===== config.mk =====
export PLATFORM = sky130hd
export DESIGN_NAME = sorted_priority_queue_core
export DESIGN_NICKNAME = d
export VERILOG_FILES = /design/src/spq_pkg.sv /design/src/spq_cell.sv /design/src/sorted_priority_queue_core.sv
export VERILOG_INCLUDE_DIRS = /design/src /design/src/src
export SDC_FILE = /design/constraint.sdc
export NUM_CORES = 2
export LEC_CHECK = 0
export ABC_AREA = 0
export BUFFER_PORTS_ARGS = -buffer_cell sky130_fd_sc_hd__buf_2
export CAP_MARGIN = 20
export CORE_MARGIN = 2
export CORE_UTILIZATION = 35
export DETAILED_ROUTE_END_ITERATION = 10
export GPL_TIMING_DRIVEN = 0
export HOLD_SLACK_MARGIN = 0.02
export SYNTH_ARGS = -nofsm -noshare
export SYNTH_HDL_FRONTEND = slang
export SYNTH_HIERARCHICAL = 1
export SYNTH_SLANG_ARGS = --single-unit
export TNS_END_PERCENT = 5

===== constraint.sdc =====
create_clock -name clk -period 7.6 [get_ports clk]
set_input_delay 1.9 -clock clk [delete_from_list [all_inputs] [get_ports clk]]
set_output_delay 1.9 -clock clk [all_outputs]
set_load 0.01 [all_outputs]

===== src/sorted_priority_queue_core_assert.svh =====
// assertion macros for the sorted priority queue core
`ifndef SORTED_PRIORITY_QUEUE_CORE_ASSERT_SVH
`define SORTED_PRIORITY_QUEUE_CORE_ASSERT_SVH

`ifndef SYNTHESIS

// property that must hold at every clock edge outside reset
`define SPQ_ASSERT(label, prop, msg) \
  label: assert property (@(posedge clk) disable iff (!rst_n) (prop)) else $error(msg);

// implication checked from a trigger condition
`define SPQ_ASSERT_IMP(label, trig, prop, msg) \
  label: assert property (@(posedge clk) disable iff (!rst_n) (trig) |-> (prop)) \
    else $error(msg);

// condition that must hold in the cycle after a trigger
`define SPQ_ASSERT_NEXT(label, trig, prop, msg) \
  label: assert property (@(posedge clk) disable iff (!rst_n) (trig) |=> (prop)) \
    else $error(msg);

`else

`define SPQ_ASSERT(label, prop, msg)
`define SPQ_ASSERT_IMP(label, trig, prop, msg)
`define SPQ_ASSERT_NEXT(label, trig, prop, msg)

`endif

`endif


===== src/spq_pkg.sv =====
package spq_pkg;

  // queue depth and derived widths
  localparam int CAPACITY = 16;
  localparam int CNT_W    = $clog2(CAPACITY + 1);
  localparam int DATA_W   = 32;

  // operation codes, the last one unused and served as a query
  typedef enum logic [1:0] {
    OP_QUERY  = 2'd0,
    OP_ENQ    = 2'd1,
    OP_DEQ    = 2'd2,
    OP_UNUSED = 2'd3
  } spq_op_t;

  // result status codes
  typedef enum logic [1:0] {
    ST_DONE  = 2'd0,
    ST_EMPTY = 2'd1,
    ST_FULL  = 2'd2
  } spq_status_t;

  typedef logic signed [DATA_W-1:0] spq_word_t;

  // input beat
  typedef struct packed {
    logic [1:0]         operation;
    logic signed [31:0] item_value;
    logic signed [31:0] item_rank;
  } spq_in_t;

  // result beat
  typedef struct packed {
    logic [1:0]         status;
    logic signed [31:0] head_value;
    logic               is_empty;
    logic [4:0]         fill_count;
  } spq_out_t;

  // broadcast from the control to every cell
  typedef struct packed {
    logic      enq;
    logic      deq;
    logic      head_lt;
    spq_word_t new_value;
    spq_word_t new_rank;
  } spq_bcast_t;

endpackage


===== src/spq_cell.sv =====
module spq_cell (
  input  logic               clk,
  input  logic               is_head,
  input  logic               occ,
  input  spq_pkg::spq_bcast_t bcast,
  input  spq_pkg::spq_word_t left_value,
  input  spq_pkg::spq_word_t left_rank,
  input  logic               left_ins,
  input  spq_pkg::spq_word_t right_value,
  input  spq_pkg::spq_word_t right_rank,
  output spq_pkg::spq_word_t value,
  output spq_pkg::spq_word_t rank,
  output logic               ins
);
  import spq_pkg::*;

  spq_word_t value_r;
  spq_word_t value_nxt;
  spq_word_t rank_r;
  spq_word_t rank_nxt;

  // this cell lies at or after the insertion point
  assign ins = bcast.head_lt || !occ || (!is_head && (rank_r <= bcast.new_rank));

  // hold, take the new entry, shift right on insert, shift left on removal
  always_comb begin
    value_nxt = value_r;
    rank_nxt  = rank_r;
    if (bcast.enq && ins) begin
      if (left_ins) begin
        value_nxt = left_value;
        rank_nxt  = left_rank;
      end else begin
        value_nxt = bcast.new_value;
        rank_nxt  = bcast.new_rank;
      end
    end else if (bcast.deq) begin
      value_nxt = right_value;
      rank_nxt  = right_rank;
    end
  end

  always_ff @(posedge clk) begin
    value_r <= value_nxt;
    rank_r  <= rank_nxt;
  end

  assign value = value_r;
  assign rank  = rank_r;

endmodule


===== src/sorted_priority_queue_core.sv =====
// channel   ports                      handshake
// input     start, busy, in_item       beat taken when start high and busy low
// result    out_valid, out_item        one-cycle strobe, receiver cannot stall
//
// every beat is handled at once: all cells compare their rank against the new one
// in parallel and shift by one place in the same edge, so busy stays low.
// the result of a beat shows on the cycle after it is taken.
// rst_n (synchronous) clears the fill count and the result strobe; cell
// contents are left as they are and only cells below the fill count are read.
`include "sorted_priority_queue_core_assert.svh"

module sorted_priority_queue_core (
  input  logic             clk,
  input  logic             rst_n,
  input  logic             start,
  output logic             busy,
  input  spq_pkg::spq_in_t in_item,
  output logic             out_valid,
  output spq_pkg::spq_out_t out_item
);
  import spq_pkg::*;

  logic [CNT_W-1:0] count_r;
  logic [CNT_W-1:0] count_nxt;
  logic             out_valid_r;
  logic             out_valid_nxt;
  spq_status_t      status_r;
  spq_status_t      status_nxt;

  spq_bcast_t       bcast;
  logic             full;
  logic             accept;

  spq_word_t        cell_value [CAPACITY];
  spq_word_t        cell_rank  [CAPACITY];
  logic             cell_ins   [CAPACITY];
  logic             cell_occ   [CAPACITY];

  assign busy   = 1'b0;
  assign accept = start && !busy;
  assign full   = (count_r == CNT_W'(CAPACITY));

  // decode the beat into cell commands and the status
  always_comb begin
    bcast.enq       = 1'b0;
    bcast.deq       = 1'b0;
    bcast.new_value = in_item.item_value;
    bcast.new_rank  = in_item.item_rank;
    bcast.head_lt   = (count_r == '0) || (cell_rank[0] < in_item.item_rank);
    status_nxt      = ST_DONE;
    count_nxt       = count_r;
    if (accept) begin
      unique case (in_item.operation)
        OP_ENQ: begin
          if (full) begin
            status_nxt = ST_FULL;
          end else begin
            bcast.enq = 1'b1;
            count_nxt = count_r + CNT_W'(1);
          end
        end
        OP_DEQ: begin
          if (count_r == '0) begin
            status_nxt = ST_EMPTY;
          end else begin
            bcast.deq = 1'b1;
            count_nxt = count_r - CNT_W'(1);
          end
        end
        default: begin
          status_nxt = ST_DONE;
        end
      endcase
    end
  end

  assign out_valid_nxt = accept;

  always_ff @(posedge clk) begin
    if (!rst_n) begin
      count_r     <= '0;
      out_valid_r <= 1'b0;
      status_r    <= ST_DONE;
    end else begin
      count_r     <= count_nxt;
      out_valid_r <= out_valid_nxt;
      status_r    <= status_nxt;
    end
  end

  // row of cells, head at index zero
  for (genvar i = 0; i < CAPACITY; i++) begin : g_cell
    spq_word_t left_value;
    spq_word_t left_rank;
    logic      left_ins;
    spq_word_t right_value;
    spq_word_t right_rank;

    assign cell_occ[i] = (count_r > CNT_W'(i));

    if (i == 0) begin : g_first
      assign left_value = '0;
      assign left_rank  = '0;
      assign left_ins   = 1'b0;
    end else begin : g_inner
      assign left_value = cell_value[i-1];
      assign left_rank  = cell_rank[i-1];
      assign left_ins   = cell_ins[i-1];
    end

    if (i == CAPACITY - 1) begin : g_last
      assign right_value = '0;
      assign right_rank  = '0;
    end else begin : g_mid
      assign right_value = cell_value[i+1];
      assign right_rank  = cell_rank[i+1];
    end

    spq_cell u_cell (
      .clk         (clk),
      .is_head     (i == 0),
      .occ         (cell_occ[i]),
      .bcast       (bcast),
      .left_value  (left_value),
      .left_rank   (left_rank),
      .left_ins    (left_ins),
      .right_value (right_value),
      .right_rank  (right_rank),
      .value       (cell_value[i]),
      .rank        (cell_rank[i]),
      .ins         (cell_ins[i])
    );
  end

  // result beat
  assign out_valid           = out_valid_r;
  assign out_item.status     = status_r;
  assign out_item.head_value = (count_r != '0) ? cell_value[0] : '0;
  assign out_item.is_empty   = (count_r == '0);
  assign out_item.fill_count = 5'(count_r);

  // checks
  `SPQ_ASSERT(a_count_bound, count_r <= CNT_W'(CAPACITY), "fill count above capacity")
  `SPQ_ASSERT_NEXT(a_result_follows, accept, out_valid, "accepted beat gave no result")
  `SPQ_ASSERT_NEXT(a_full_drop, accept && (in_item.operation == OP_ENQ) && full,
    (out_item.status == ST_FULL) && $stable(count_r), "enqueue on full changed the queue")
  `SPQ_ASSERT_IMP(a_head_order, cell_occ[1], cell_rank[0] >= cell_rank[1],
    "head rank below second entry")

endmodule


==> impl_metrics.yaml <==
power_and_ir_drop:
  p_leak_nw: 34.5
  swShare_pct: 27.9
  clockPowerShare_pct: 32.2
  peakVddDrop_mv: 0.180
  switchingPower_w: 0.00468
  internal-power_w: 0.0121
  comb_power_share_pct: 23.5
  powerDensity_mw_per_mm2: 203
  seqPwrFrac_pct: 44.3
timing:
  hold_ws_ns: 0.547
  setup_violations: 0
  maxSlewHeadroom_pct: 23.5
  clock_skew_ns: 0.0310
  rsz0062_at_grt: "no"
  period_needed_ns: 6.73
  hold_viol_final: 0
  finalMaxSlewViolations: 0
  tns_ns: 0
  min_period_over_period_pct: 88.5
  timing.fmax_mhz: 149
  tightest_slew_ns: 1.14
global_route:
  grt_pass1_vias: 48100
  grt.overflow.total: 0
  grt_pass1_wl_mm: 284
  antenna_found_initial: 24
  grt_max_degree: 65
  grtUsageTotal_pct: 16.8
worst_setup_path:
  path_max_fanout: 23
  cp.arrival_ns: 7.22
  worstSetupPathType: "input port to flip-flop"
  ff2ff_path_depth: 16
  critPathRequiredTime_ns: 8.09
  cp-end-kind: "flip-flop"
  cp-start-kind: "input port"
floorplanning:
  die_area_mm2: 0.216
  core_mm2: 0.211
  ios: 111
  start_util_pct: 35.1
  row_count: 169
  die_x_um: 465
  dieHeight_um: 465
routing:
  ant_nets: 0
  drt_wl_total_mm: 187
  vias_per_cell: 4.97
  via_count: 46800
  route.detailed.drc: 0
  drt_iter0_markers: 2776
  wire_per_inst_um: 19.8
  drt_pass1_iterations: 5
status:
  outcome: "completed"
cts:
  hold_buffers: 0
  clock_latency_ns: 0.75
  clk_path_buf_depth: 3
  cts_resized: 0
  path_clk_slew_ns: 0.06
  cts-root-buf: "clkbuf_16"
  tritoncts: "built"
  cts_made_buffers: 116
  postCtsSetupBuffers: 0
  h-tree-depth: 3
  cts_sinks: 1032
yosys:
  netlist_instances: 6123
  syn_avg_cell_area_um2: 12.1
  yosys_warnings: 6
  syn_area_mm2: 0.0742
place:
  port_buffers: 109
  gp_congestion: 0.908
  dpl-instance-area_mm2: 0.0790
  hpwlAfterDp_mm: 154
final_layout:
  mostFrequentLayoutCells: "edfxtp_1 (1024), mux2_4 (784), mux2_2 (769), nand2_1 (660), inv_1 (600)"
  final_core_util_pct: 39.1
  final_area_mm2: 0.0827
  layout-drive-gt1-share_pct: 30.7
  final_nets: 7121
  synthToLayoutAreaGrowth_pct: 11.4
  final_common_cell: "edfxtp_1"
hold_path:
  hp-class: "flip-flop to flip-flop"
  hold_depth: 1
flow_run:
  drv_cap: 0
[layer usage]
layer	vias up	track usage, %	wire [µm]
met3	290	2.00	7130
met4	26	6.32	6650
met1	22400	22.2	86100
met5	-	0	142
met2	872	28.1	86700
li1	23200	-	-
[critical path, cell delays in order]
cell and delay, ns:
buf_2 0.41, inv_1 0.10, ha_1 0.34, nand4_1 0.21, or4_1 0.58, a221oi_2 0.30, o31ai_1 0.16, a31oi_2 0.43
buf_6 0.28, nand2b_1 0.13, a21oi_1 0.05, a21boi_0 0.19, clkbuf_1 0.43, buf_1 0.77, clkbuf_1 0.39, o21ai_0 0.19
mux2_4 0.29
[power by group through the flow]
stage | Sequential, W | Combinational (W) | Clock [W]
after global routing | 0.00750 | 0.00431 | 0.00575
after CTS | 0.00744 | 0.00394 | 0.00556
final | 0.00744 | 0.00394 | 0.00540
after global placement | 0.00757 | 0.00378 | 0
after floorplan | 0.00740 | 0.00302 | 0
after detailed placement | 0.00756 | 0.00393 | 0
[state kept, by name (all words and copies together), names as in the netlist]
register / count
count_r: 5
g_cell.u_cell/value: 512
status_r: 2
out_valid: 1
g_cell.u_cell/rank: 512
[path summary, 6_finish.rpt]
| check | slack [ns] | end | startpoint |
|---|---|---|---|
| max | 0.87 | g_cell[14].u_cell/rank[25]$_DFFE_PP_ | in_item[14] |
| min reg2reg | 0.55 | g_cell[14].u_cell/value[12]$_DFFE_PP_ | g_cell[15].u_cell/value[12]$_DFFE_PP_ |
| max reg2reg | 1.71 | g_cell[14].u_cell/rank[25]$_DFFE_PP_ | count_r[1]$_SDFFE_PN0P_ |
| min | 0.55 | g_cell[14].u_cell/value[12]$_DFFE_PP_ | g_cell[15].u_cell/value[12]$_DFFE_PP_ |
[metrics by stage]
step	instances	setup slack, ns	total power (W)
6_report	9425	0.871	0.0168
4_1_cts	9419	0.802	0.0169
3_5_place_dp	9204	0.000579	0.0115
3_3_place_gp	9197	-2.34	0.0113
5_1_grt	9423	0.496	0.0176
2_1_floorplan	6267	0.668	0.0104
[layout make-up]
class	count	area [µm²]
buffer	295	2560
clock buffer	147	3060
fill	20200	129000
multi-input combinational	4339	39100
antenna	5	12.5
inverter	601	2260
timing repair buffer	117	712
tap	2821	3530
sequential	1032	30900
clock inverter	68	522
Note: power is estimated with default switching activity, not from simulation.
